## config.mk

```make
export PLATFORM = sky130hd
export DESIGN_NAME = clat_fifo
export DESIGN_NICKNAME = d
export VERILOG_FILES = /design/src/rtl/clat_pkg.sv /design/src/rtl/clat_fifo.sv
export SDC_FILE = /design/constraint.sdc
export NUM_CORES = 1
export LEC_CHECK = 0
export BUFFER_PORTS_ARGS = -buffer_cell sky130_fd_sc_hd__buf_2
export CAP_MARGIN = 40
export CORE_UTILIZATION = 55
export DETAILED_ROUTE_END_ITERATION = 7
export PLACE_DENSITY_LB_ADDON = 0.2
export SLEW_MARGIN = 20
export SYNTH_ARGS = -nofsm -noshare
export SYNTH_HDL_FRONTEND = slang
export SYNTH_SLANG_ARGS = --single-unit
export TNS_END_PERCENT = 50
```

## constraint.sdc

```tcl
create_clock -name clk_i -period 1.5 [get_ports clk_i]
set_clock_uncertainty 0.05 [all_clocks]
set_input_delay 0.225 -clock clk_i [delete_from_list [all_inputs] [get_ports clk_i]]
set_output_delay 0.225 -clock clk_i [all_outputs]
set_load 0.05 [all_outputs]
```

## src/rtl/clat_pkg.sv

```systemverilog
// Package for the closest approach unit: shared widths, reset values and
// the queue status type. No dependencies.
package clat_pkg;

  localparam int POS_WIDTH  = 24;  // default point coordinate width
  localparam int DIR_WIDTH  = 16;  // direction component width
  localparam int DIST_BITS  = 24;  // distance result width
  localparam int THR_WIDTH  = 16;  // parallel threshold register width
  localparam int FIFO_DEPTH = 4;   // entries between front and back, power of two

  localparam logic [THR_WIDTH-1:0] THR_RESET = 16'd1;
  localparam logic [DIST_BITS-1:0] DIST_MAX  = {DIST_BITS{1'b1}};

  typedef struct packed {
    logic full;
    logic empty;
  } fifo_status_t;

endpackage

```

## src/rtl/clat_fifo.sv

```systemverilog
// Short queue between front and back, registers for storage.
// Depends on clat_pkg.
module clat_fifo #(
  parameter int WIDTH = 8
) (
  input  logic                   clk_i,
  input  logic                   rst_ni,
  input  logic                   push_i,
  input  logic [WIDTH-1:0]       data_i,
  input  logic                   pop_i,
  output logic [WIDTH-1:0]       data_o,
  output clat_pkg::fifo_status_t status_o
);

  localparam int Depth = clat_pkg::FIFO_DEPTH;
  localparam int AW    = $clog2(Depth);
  localparam int CntW  = $clog2(Depth + 1);

  logic [WIDTH-1:0] mem_q [Depth];
  logic [AW-1:0]    wr_q, rd_q;
  logic [CntW-1:0]  cnt_q;

  assign data_o          = mem_q[rd_q];
  assign status_o.full   = (cnt_q == CntW'(Depth));
  assign status_o.empty  = (cnt_q == '0);

  always_ff @(posedge clk_i or negedge rst_ni) begin
    if (!rst_ni) begin
      wr_q  <= '0;
      rd_q  <= '0;
      cnt_q <= '0;
    end else begin
      if (push_i) wr_q <= wr_q + AW'(1);
      if (pop_i)  rd_q <= rd_q + AW'(1);
      if (push_i && !pop_i)      cnt_q <= cnt_q + CntW'(1);
      else if (pop_i && !push_i) cnt_q <= cnt_q - CntW'(1);
    end
  end

  always_ff @(posedge clk_i) begin
    if (push_i) mem_q[wr_q] <= data_i;
  end

endmodule

```

Word level (Yosys, flattened, before mapping)
Memories as Yosys holds them, arrays and structs flattened.
Cells that the tools add are included.
{ "op_classes": {"add_sub_neg": 4, "n_mul": 0, "div_mod_pow": 0, "n_lt_le_gt_ge": 0, "n_eq_ne": 1, "shifts": 0, "mux": 4, "bitwise_logic": 0, "reduce_logical": 6} }
{ "op_table": {"columns": ["op", "n"], "rows": [
  ["3-bit two-way mux", 2],
  ["2-bit by 1-bit adder with 2-bit output (second input constant)", 2],
  ["3-bit by 1-bit adder with 3-bit output (second input constant)", 1],
  ["3-bit == test (second input constant)", 1],
  ["3-bit zero test", 1],
  ["3-bit by 1-bit subtractor with 3-bit output (second input constant)", 1],
  ["1-bit logical AND", 2],
  ["1-bit zero test", 2],
  ["1-bit two-way mux", 2],
  ["2-bit nonzero test", 1]
]} }
{ "word_totals": {"regBits": 7, "latch_bits": 0, "mem_bits_rw": 32, "romBits": 0, "in_bits": 12, "out_inout_bits": 10, "wordCells": 19, "mem_count": 1} }
{ "mem_list": {"columns": ["memory", "depth", "width", "rd", "rd_ports_with_merged_regs", "write_ports", "line_no", "rtl"], "rows": [
  ["mem_q", 4, 8, 1, 0, 1, "clat_fifo.sv:19", "logic [WIDTH-1:0] mem_q [Depth];"]
]} }

Depth between registers and ports, before layout
{ "depth": {"word_depth": 4, "mapped_depth": 7, "mapped_depth_nobuf": 7} }

Worst setup path before layout
Ideal clock, no wire load.
{ "synth_timing": {"kind": "register to output", "from": "register cnt_q[0]", "to": "output port status_o[1] (netlist bit)", "arrival_ns": 1.599, "required_time_ns": 1.225, "slack_ns": -0.374, "path_stages_with_launch": 2, "n_path_buf": 0, "cell_sequence": "dfrtp_1 nor3b_1"} }
{ "synth_rtl": {"columns": ["element", "line_no", "rtl"], "rows": [
  ["start: declaration", "clat_fifo.sv:21", "logic [CntW-1:0] cnt_q;"],
  ["start signal: assignment", "clat_fifo.sv:35", "if (push_i && !pop_i) cnt_q <= cnt_q + CntW'(1);"],
  ["start signal: assignment", "clat_fifo.sv:36", "else if (pop_i && !push_i) cnt_q <= cnt_q - CntW'(1);"],
  ["end: declaration", "clat_fifo.sv:12", "output clat_pkg::fifo_status_t status_o"]
]} }

Worst setup path after layout
{ "layout_timing": {"from": "register rd_q[0]", "to": "output port data_o[7]"} }
{ "layout_between": {"elab_chain_len": 1} }
{ "layout_rtl": {"columns": ["element", "line_no", "rtl"], "rows": [
  ["start: declaration", "clat_fifo.sv:20", "logic [AW-1:0] wr_q, rd_q;"],
  ["start signal: assignment", "clat_fifo.sv:34", "if (pop_i) rd_q <= rd_q + AW'(1);"],
  ["memory 4 x 8 bit", null, null],
  ["end: declaration", "clat_fifo.sv:11", "output logic [WIDTH-1:0] data_o,"]
]} }
No other way between the ends.

==> impl_metrics.json <==
{
  "outcome": "finished, violations left",
  "violations": "setup timing",
  "clockBufferDepth": 2,
  "die_w_um": 55.0,
  "ir_drop_mv": 1.49,
  "avgSynthCellArea_sq_um": 20.4,
  "critPathRequiredTime_ps": 1220,
  "clkTransAtPathRegs_ps": 100,
  "coreArea_sq_um": 2570,
  "maxSlewViolCount": 0,
  "reg2reg_slack_ps": 80,
  "grt_max_degree": 12,
  "dr.pass1.iters": 4,
  "layout-drive-gt1-share_pct": 44.9,
  "worst_r2r_path_depth": 4,
  "grt_pass1_vias": 786,
  "antenna_found_initial": 0,
  "rsz0062_at_grt": "yes",
  "slowest_delay_ps": 510,
  "area_growth_pct": 25.1,
  "r2r_start": "cnt_q[1]$_DFFE_PN0P_",
  "path_cells": "buf_12 -> mux4_2 -> buf_6",
  "post-cts-setup-buffers": 0,
  "clk_latency_ps": 340,
  "dp_slack_ps": -21.4,
  "boundaryPins": 22,
  "min_period_over_period_pct": 123,
  "port_buffers": 21,
  "place_congestion": 0.645,
  "h-tree-depth": 2,
  "vias_per_cell": 5.29,
  "drcViolationCount": 0,
  "totalWireLength_mm": 2.49,
  "dieArea_sq_um": 3030,
  "relSlewSlack_pct": 73.0,
  "powerDensity_nw_per_um2": 2080,
  "ys_warn_count": 0,
  "synthCells": 76,
  "grt_usage_pct": 19.9,
  "initial_core_util_pct": 60.3,
  "hold_path.class": "input pin to register",
  "yosysSeqAreaShare_pct": 73.4,
  "max_freq_ghz": 0.544,
  "setup_violations": 9,
  "wl_per_cell_um": 16.8,
  "die_y_um": 55.0,
  "maxCapViolations": 0,
  "ys_ff_latch": 39,
  "critPathKind": "register to primary output",
  "r2r_end": "cnt_q[2]$_DFFE_PN0P_",
  "ys_types": 17,
  "cts_inserted_buffers": 5,
  "overflow": 0,
  "netlist_area_sq_um": 1550,
  "detail-route-antenna-nets": 0,
  "worstHoldStart": "data_i[6]",
  "cp_slowest_cell": "mux4_2",
  "critPathLaunchType": "register",
  "endpoint_kind": "primary output",
  "grt_pass1_wl_mm": 3.68,
  "cp_max_fo": 7,
  "vias": 783,
  "cp-startpoint": "rd_q[0]$_DFFE_PN0P_",
  "finalHoldViolCount": 0,
  "first_iter_violations": 12,
  "syn-num-nets": 94,
  "power_uw": 4030,
  "finalNetCount": 135,
  "worst_pin_slew_ps": 405,
  "cts_sinks": 39,
  "antenna_cells": 0,
  "final.min_clock_period_ps": 1840,
  "arrival_ps": 1560,
  "dp_hpwl_mm": 1.77,
  "row_count": 18,
  "whs_path_depth": 1,
  "min_to": "mem_q[3][6]$_DFFE_PP_",
  "layout_setup_ws_ps": -340,
  "leakage_uw": 0.000757,
  "root_buffer": "clkbuf_4",
  "cts_tree": "yes"
}
-- how the worst max path moves through the flow --
stage / end / slack (ps) / cells past startpoint
2_1_floorplan: status_o[0] / -310 / 1
3_3_place_gp: data_o[7] / -2 / 3
3_5_place_dp: data_o[7] / -20 / 3
4_1_cts: data_o[7] / -370 / 3
5_1_grt: data_o[7] / -400 / 3
6_report: data_o[7] / -340 / 3
-- stage by stage --
| step | utilization, % | std cells | setup TNS (ps) | hold WS, ps | cell area (sq um) |
|---|---|---|---|---|---|
| floorplan | - | 76 | -307 | -121 | 1550 |
| global placement | 70.0 | 139 | -2.05 | 19.0 | 1800 |
| detailed placement | 70.0 | 139 | -42.7 | 23.5 | 1800 |
| CTS | 75.1 | 148 | -2910 | 30.3 | 1930 |
| global route | 75.4 | 148 | -3230 | 20.3 | 1940 |
| finish | 75.4 | 148 | -2670 | 44.6 | 1940 |
-- cell families after synthesis --
kind of cell / Yosys count / synth area share [%]
mux: 9 / 12.4
xor+xnor: 6 / 3.40
flops: 39 / 73.4
buf+inv: 6 / 2.02
fa+ha+maj: 6 / 5.34
compound gates: 1 / 0.323
simple gates: 9 / 3.15
-- cell type report --
class | count | area [sq um]
Clock inverter | 1 | 5.00
Fill cell | 146 | 632
Timing Repair Buffer | 36 | 299
Sequential cell | 39 | 1140
Multi-Input combinational cell | 31 | 397
Inverter | 4 | 15.0
Clock buffer | 7 | 45.0
Tap cell | 30 | 37.5
-- registers in the layout (all words and copies together) (netlist names) --
signal  count
cnt_q       3
mem_q      32
rd_q        2
wr_q        2
-- where the power goes --
| part | switching, uW | internal (uW) | total [uW] | leakage (uW) |
|---|---|---|---|---|
| Sequential | 189 | 1450 | 1640 | 0.000375 |
| Combinational | 1040 | 862 | 1900 | 0.000352 |
| Clock | 308 | 183 | 491 | 0.0000293 |
-- synthesized netlist by cell type --
master / n / area (sq um)
edfxtp_1: 32 / 961
mux4_2: 8 / 180
dfrtp_1: 7 / 175
ha_1: 5 / 62.6
and2_1: 4 / 25.0
inv_1: 4 / 15.0
xor2_1: 4 / 35.0
nand2_1: 2 / 7.51
xnor2_1: 2 / 17.5
buf_2: 1 / 5.00
buf_6: 1 / 11.3
fa_1: 1 / 20.0
mux2_2: 1 / 11.3
nor2_1: 1 / 3.75
nor3_1: 1 / 5.00
nor3b_1: 1 / 7.51
o21ai_0: 1 / 5.00
-- per-layer routing --
metal | track usage [%] | part of all wire [%] | up-vias
met5 | 0 | 0 | -
met4 | 8.75 | 2.1 | 0
met3 | 6.56 | 4.5 | 6
met2 | 34.7 | 55 | 25
met1 | 22.0 | 38 | 384
li1 | - | - | 368
-- critical path, delay by kind of cell, from the launching register on --
kind,cells,cell delay (ps)
buf+inv,2,320
mux,1,510
flops,1,400
-- layout by cell type (no fill, tap or decap), types with 2 or more instances in the layout --
cell type / instances
clkbuf_1: 2
and2_1: 4
clkbuf_4: 5
buf_2: 11
mux4_2: 8
ha_1: 5
buf_6: 11
inv_1: 4
dfrtp_1: 6
nand2_1: 2
buf_4: 12
xor2_1: 4
edfxtp_1: 32
xnor2_1: 2
-- timing repair --
action | 4_1_cts | 5_1_grt
resized for setup | 22 | 2
hold buffers | 1 | 0
setup endpoints to repair | 10 | 11
hold endpoints to repair | 7 | 0
pin swaps | 2 | 0
Power figures use the tool's default switching activity.
