--- config.mk ---
export PLATFORM = sky130hd
export DESIGN_NAME = clat_front
export DESIGN_NICKNAME = d
export VERILOG_FILES = /design/src/rtl/clat_pkg.sv /design/src/rtl/clat_front.sv
export SDC_FILE = /design/constraint.sdc
export NUM_CORES = 2
export LEC_CHECK = 0
export BUFFER_PORTS_ARGS = -buffer_cell sky130_fd_sc_hd__clkbuf_2
export CORE_MARGIN = 5
export CORE_UTILIZATION = 59
export DETAILED_ROUTE_END_ITERATION = 12
export GPL_TIMING_DRIVEN = 0
export MAX_ROUTING_LAYER = met4
export PLACE_DENSITY = 0.92
export SLEW_MARGIN = 20
export SYNTH_ARGS = -nofsm -noshare
export SYNTH_HDL_FRONTEND = slang
export SYNTH_SLANG_ARGS = --single-unit
--- constraint.sdc ---
create_clock -name clk_i -period 13.56 [get_ports clk_i]
set_clock_uncertainty 0.05 [all_clocks]
set_input_delay 0.678 -clock clk_i [delete_from_list [all_inputs] [get_ports clk_i]]
set_output_delay 0.678 -clock clk_i [all_outputs]
set_load 0.05 [all_outputs]
--- src/rtl/clat_pkg.sv ---
// Package for the closest approach unit: shared widths, reset values and
// the queue status type. No dependencies.
package clat_pkg;

  localparam int POS_WIDTH  = 24;  // default point coordinate width
  localparam int DIR_WIDTH  = 16;  // direction component width
  localparam int DIST_BITS  = 24;  // distance result width
  localparam int THR_WIDTH  = 16;  // parallel threshold register width
  localparam int FIFO_DEPTH = 4;   // entries between front and back, power of two

  localparam logic [THR_WIDTH-1:0] THR_RESET = 16'd1;
  localparam logic [DIST_BITS-1:0] DIST_MAX  = {DIST_BITS{1'b1}};

  typedef struct packed {
    logic full;
    logic empty;
  } fifo_status_t;

endpackage

--- src/rtl/clat_front.sv ---
// Front end: takes input beats, forms the direction products, the cross
// product and the point difference, and pushes the last two into the queue.
// Depends on clat_pkg.
module clat_front #(
  parameter int POS_WIDTH = clat_pkg::POS_WIDTH
) (
  input  logic                 clk_i,
  input  logic                 rst_ni,
  input  logic                 s_tvalid_i,
  output logic                 s_tready_o,
  input  logic [((6*POS_WIDTH+6*clat_pkg::DIR_WIDTH+7)/8)*8-1:0] s_tdata_i,
  output logic                 push_o,
  output logic [3*(2*clat_pkg::DIR_WIDTH+1)+3*(POS_WIDTH+1)-1:0] push_data_o,
  input  logic                 full_i
);

  localparam int DirW  = clat_pkg::DIR_WIDTH;
  localparam int ProdW = 2*DirW;
  localparam int CW    = ProdW + 1;
  localparam int DW    = POS_WIDTH + 1;
  localparam int OffDa = 3*POS_WIDTH;
  localparam int OffPb = 3*POS_WIDTH + 3*DirW;
  localparam int OffDb = 6*POS_WIDTH + 3*DirW;

  logic signed [POS_WIDTH-1:0] pa [3];
  logic signed [POS_WIDTH-1:0] pb [3];
  logic signed [DirW-1:0]      da [3];
  logic signed [DirW-1:0]      db [3];

  logic signed [ProdW-1:0] prod_d [6];
  logic signed [ProdW-1:0] prod_q [6];
  logic signed [DW-1:0]    diff_d [3];
  logic signed [DW-1:0]    diff_q [3];
  logic signed [DW-1:0]    dsub_q [3];
  logic signed [CW-1:0]    cross_d [3];
  logic signed [CW-1:0]    cross_q [3];
  logic                    v1_q, v2_q;
  logic                    st1_rdy, st2_rdy;

  always_comb begin
    for (int i = 0; i < 3; i++) begin
      pa[i] = s_tdata_i[i*POS_WIDTH +: POS_WIDTH];
      da[i] = s_tdata_i[OffDa + i*DirW +: DirW];
      pb[i] = s_tdata_i[OffPb + i*POS_WIDTH +: POS_WIDTH];
      db[i] = s_tdata_i[OffDb + i*DirW +: DirW];
      diff_d[i] = DW'(pa[i]) - DW'(pb[i]);
    end
    prod_d[0] = da[1] * db[2];
    prod_d[1] = da[2] * db[1];
    prod_d[2] = da[2] * db[0];
    prod_d[3] = da[0] * db[2];
    prod_d[4] = da[0] * db[1];
    prod_d[5] = da[1] * db[0];
    for (int i = 0; i < 3; i++) begin
      cross_d[i] = CW'(prod_q[2*i]) - CW'(prod_q[2*i+1]);
    end
  end

  assign st2_rdy    = !v2_q || !full_i;
  assign st1_rdy    = !v1_q || st2_rdy;
  assign s_tready_o = st1_rdy;
  assign push_o     = v2_q && !full_i;

  always_ff @(posedge clk_i or negedge rst_ni) begin
    if (!rst_ni) begin
      v1_q <= 1'b0;
      v2_q <= 1'b0;
    end else begin
      if (st1_rdy) v1_q <= s_tvalid_i;
      if (st2_rdy) v2_q <= v1_q;
    end
  end

  always_ff @(posedge clk_i) begin
    if (st1_rdy && s_tvalid_i) begin
      prod_q <= prod_d;
      diff_q <= diff_d;
    end
    if (st2_rdy && v1_q) begin
      cross_q <= cross_d;
      dsub_q  <= diff_q;
    end
  end

  always_comb begin
    for (int i = 0; i < 3; i++) begin
      push_data_o[i*CW +: CW]        = cross_q[i];
      push_data_o[3*CW + i*DW +: DW] = dsub_q[i];
    end
  end

endmodule

Yosys cells after proc, flatten, opt, wreduce, memory -nomap -nowiden
Index checks and enable logic that the tools add are counted.
- bits in registers: 443
- output and inout bits: 176
- add/subtract/negate cells: 6
- $mul: 6
- reduce and logical (&&, ||, !) cells: 8
- operators by type and width (cell ; number):
    16-bit by 16-bit multiplier with 32-bit output ; 6
    32-bit by 32-bit subtractor with 33-bit output ; 3
    24-bit by 24-bit subtractor with 25-bit output ; 3
    1-bit logical AND ; 3
    1-bit logical NOT ; 3
    1-bit logical OR ; 2

Logic depth before layout (Yosys ltp)
- depth in word-level cells: 4
- mapped depth: 26
- mapped depth without buffers: 25

Least setup slack after synthesis
No wires, ideal clock.
- kind: input port to flip-flop
- from: input port full_i
- to: register cross_q, in the netlist push_data_o[0] (enable)
- data arrival time: 13.179 ns
- data required time: 12.535 ns
- slack: -0.644 ns
- cell stages on the path: 1
- cells stage by stage: a21boi_0
- longest elaborated chain between the ends: 3
- ends and longest elaborated chain (element ; line ; RTL):
    from (decl) ; clat_front.sv:14 ; input logic full_i
    1-bit logical NOT ; clat_front.sv:59 ; assign st2_rdy = !v2_q || !full_i;
    1-bit logical OR ; clat_front.sv:59 ;
    1-bit logical AND ; clat_front.sv:79 ; if (st2_rdy && v1_q) begin
    to (signal assigned) ; clat_front.sv:80 ; cross_q <= cross_d;
    to (decl) ; clat_front.sv:36 ; logic signed [CW-1:0] cross_q [3];
Every way passes these cells.
A chain may end at the register's enable or synchronous reset.

==> flow_summary_export.csv <==
group,metric,value,unit
drt,route.layer.met1.wl,92100,um
drt,wl_met2,114000,um
place,io_buffers,419,
timing,post-route-min-period,8.20,ns
yosys,ys_ff_latch,443,
cts,cts_max_level,2,
cts,cts_buffers,49,
timing,setup_viol,0,
yosys,yosys-top-cells-area,"fa_1, edfxtp_1, ha_1",
cts,clock-sinks,443,
outcome,status,"completed",
worst_setup_path,cp_cell_sequence,"clkbuf_2 > clkinv_1 > clkbuf_2 > nor2_1 > fa_1 > fa_1 > fa_1 > fa_1 > fa_1 > inv_1 > fa_1 > inv_1 > ha_1 > a21o_1 > a21o_1 > a21oi_1 > nor4b_1 > a21oi_1 > a41o_1 > a21oi_1 > nand2_1 > and3_1 > a211oi_1",
grt,grt_max_degree,62,
worst_setup_path,arrival,8.51,ns
drt,wl_met3,32100,um
die,die_w,379,um
cts,cts_buffer_depth,3,
yosys,syn-instance-count,8256,
worst_setup_path,cp_num_buf_inv,5,
hold_path,min_to,"v1_q$_DFFE_PN0N_",
grt,grt_antenna_before_repair,60,
worst_setup_path,cp-start-kind,"input port",
worst_setup_path,crit_path_frequent_cell,"fa_1",
worst_setup_path,regToRegStartpoint,"prod_q[128]$_DFFE_PP_",
worst_setup_path,cpMaxStageDelayCell,"clkinv_1",
drt,routed.top_layer,"met4",
cts,cts_resized,0,
drt,drt-pass1-iter-count,7,
timing,fmax,0.122,GHz
yosys,syn_nets,10700,
die,fp.dieH,379,um
worst_setup_path,rr_worst_depth,12,
timing,min_period_over_period,60.5,%
die,num_rows,135,
timing,tns,0,ns
job,maxCapViolations,0,
cts,postCtsSetupBuffers,0,
yosys,yosys_warnings,0,
worst_setup_path,critPathTopFamily,"adder cells",
hold_path,hold_path.class,"in2reg",
yosys,ys_seq_area_share,16.5,%
timing,hold_viol_final,0,
die,core_area,0.135,mm^2
drt,final_antenna_net_count,0,
timing,maxSlewViolCount,0,
place,dpl.hpwl,216000,um
grt,track_usage,37.8,%
cts,clk_transition_reported_paths,0.07,ns
timing,tightest_slew,1.32,ns
drt,drc,0,
hold_path,holdPathStages,2,
layout,area_growth,8.14,%
worst_setup_path,r2r-end,"push_data_o[32]$_DFFE_PP_",
worst_setup_path,required,13.87,ns
yosys,synth_most_common_cell,"inv_1",
worst_setup_path,endpoint_kind,"register",
hold_path,min_from,"s_tvalid_i",
worst_setup_path,slowest_delay,0.70,ns
die,dieArea,0.144,mm^2
timing,rsz0062_at_grt,"false",
yosys,synth_edf_count,441,
layout,fillers,10500,
yosys,synth_top_area_share,39.2,%
yosys,synth-main-ff-cell,"edfxtp_1",
yosys,async_flop_share,0.451,%
cts,ctsRootBufferMaster,"clkbuf_16",
die,ios,420,
timing,relSlewSlack,12.2,%
worst_setup_path,critical_path_class,"in2reg",
drt,vias_per_cell,5.85,
layout,nNetsFinal,11200,
cts,clk_latency,0.66,ns
drt,drt_iter0_markers,6144,
grt,grt.overflow.total,0,
layout,layout-drive-gt1-share,6.22,%
yosys,synth_common_cells,"inv_1, fa_1, nand2_1, and2_1, ha_1",
cts,cts_tree,"done",
worst_setup_path,path_max_fanout,11,
grt,grt_pass1_wl,389000,um
yosys,synth_cell_type_count,79,
worst_setup_path,ff2ff_setup_slack,9.41,ns
drt,wl_per_cell,24.5,um
drt,wl,260000,um
place,finalWeightedCongestion,1.07,
grt,first_global_vias,66300,
drt,num_vias,62100,
yosys,synth_area_leader_cell,"fa_1",
die,initial_core_util,59.4,%
yosys,avgSynthCellArea,9.75,um^2
yosys,syn_area,0.0805,mm^2
[worst max path at each step]
stage,startpoint,to,cells past startpoint
2_1_floorplan,v2_q$_DFFE_PN0P_,push_data_o[0]$_DFFE_PP_,1
3_3_place_gp,full_i,push_data_o[47]$_DFFE_PP_,2
3_5_place_dp,s_tdata_i[207],prod_q[31]$_DFFE_PP_,23
4_1_cts,s_tdata_i[207],prod_q[31]$_DFFE_PP_,23
5_1_grt,s_tdata_i[207],prod_q[31]$_DFFE_PP_,23
6_report,s_tdata_i[207],prod_q[31]$_DFFE_PP_,23
[through the flow]
step / instance area, um^2 / setup slack [ns] / hold WS, ns / util, % / std cells
after floorplan: 80500 / 4.19 / 0.332 / - / 8256
after global placement: 84800 / 0.698 / 0.350 / 62.6 / 10500
after detailed placement: 85200 / 4.81 / 0.355 / 62.9 / 10500
after CTS: 86900 / 5.47 / 0.163 / 64.1 / 10600
after global routing: 87000 / 5.34 / 0.201 / 64.2 / 10600
final: 87000 / 5.36 / 0.190 / 64.3 / 10600
[state kept, by name, summed over array words and instances, names as in the netlist]
register	count
push_data_o	174
prod_q	192
v1_q	1
v2_q	1
diff_q	75
[layout make-up]
class | instances | area [um^2] | area share, %
Tap cell | 1781 | 2230 | 2.56
Antenna cell | 61 | 153 | 0.175
Clock inverter | 40 | 444 | 0.510
Inverter | 1985 | 7450 | 8.56
Multi-Input combinational cell | 5535 | 58700 | 67.4
Buffer | 293 | 1100 | 1.27
Sequential cell | 443 | 13300 | 15.3
Timing Repair Buffer | 433 | 2450 | 2.81
Clock buffer | 51 | 1250 | 1.44
[timing repair]
| action | in CTS | in global routing |
|---|---|---|
| hold endpoints to repair | 2 | 0 |
| hold buffers | 1 | 0 |
| endpoints found under the setup margin | 0 | 0 |
[routing by layer]
layer  global-route usage [%]  up-vias
met3                     11.5     1014
met1                     44.7    31200
met4                     23.8        0
met5                        -        -
li1                         -    26100
met2                     56.7     3796
[placed cells by master (no fill, tap or decap), types with 7 or more instances in the layout]
cell type,n
o21a_1,59
a21o_1,104
fa_1,1578
edfxtp_1,441
clkbuf_16,50
bufinv_16,7
o21ai_0,117
diode_2,61
clkbuf_1,288
o21bai_1,45
o21ai_1,36
buf_16,11
a31oi_1,17
or3_1,20
o31a_1,14
and2_1,754
inv_1,1984
nor2b_1,47
xor2_1,75
a211oi_1,25
nor3_1,65
and3_1,26
o211ai_1,17
ha_1,660
a221oi_1,7
or2_2,8
nand3_1,63
nand4_1,12
nand2b_1,64
clkinv_2,10
clkinv_1,9
a211o_1,10
a21oi_1,252
o31ai_1,12
clkbuf_2,422
nand2_1,825
nor2_1,258
xnor2_1,260
[cell families (layout without fill, tap and decap cells)]
| kind of cell | count (synthesis) | in the layout | synth area share [%] |
|---|---|---|---|
| multiplexers | 3 | 3 | 0.0373 |
| AO/OA/AOI/OAI | 793 | 793 | 6.36 |
| buffers and inverters | 2278 | 2802 | 10.6 |
| other | 0 | 61 | 0 |
| adder cells (fa/ha/maj) | 2238 | 2238 | 49.5 |
| XOR/XNOR | 335 | 335 | 3.65 |
| flip-flops | 443 | 443 | 16.5 |
| AND/OR/NAND/NOR | 2166 | 2166 | 13.3 |
Power is left out: the tool's default activity adds up to more than one toggle a clock period on the data nets, which glitch-free logic cannot reach.
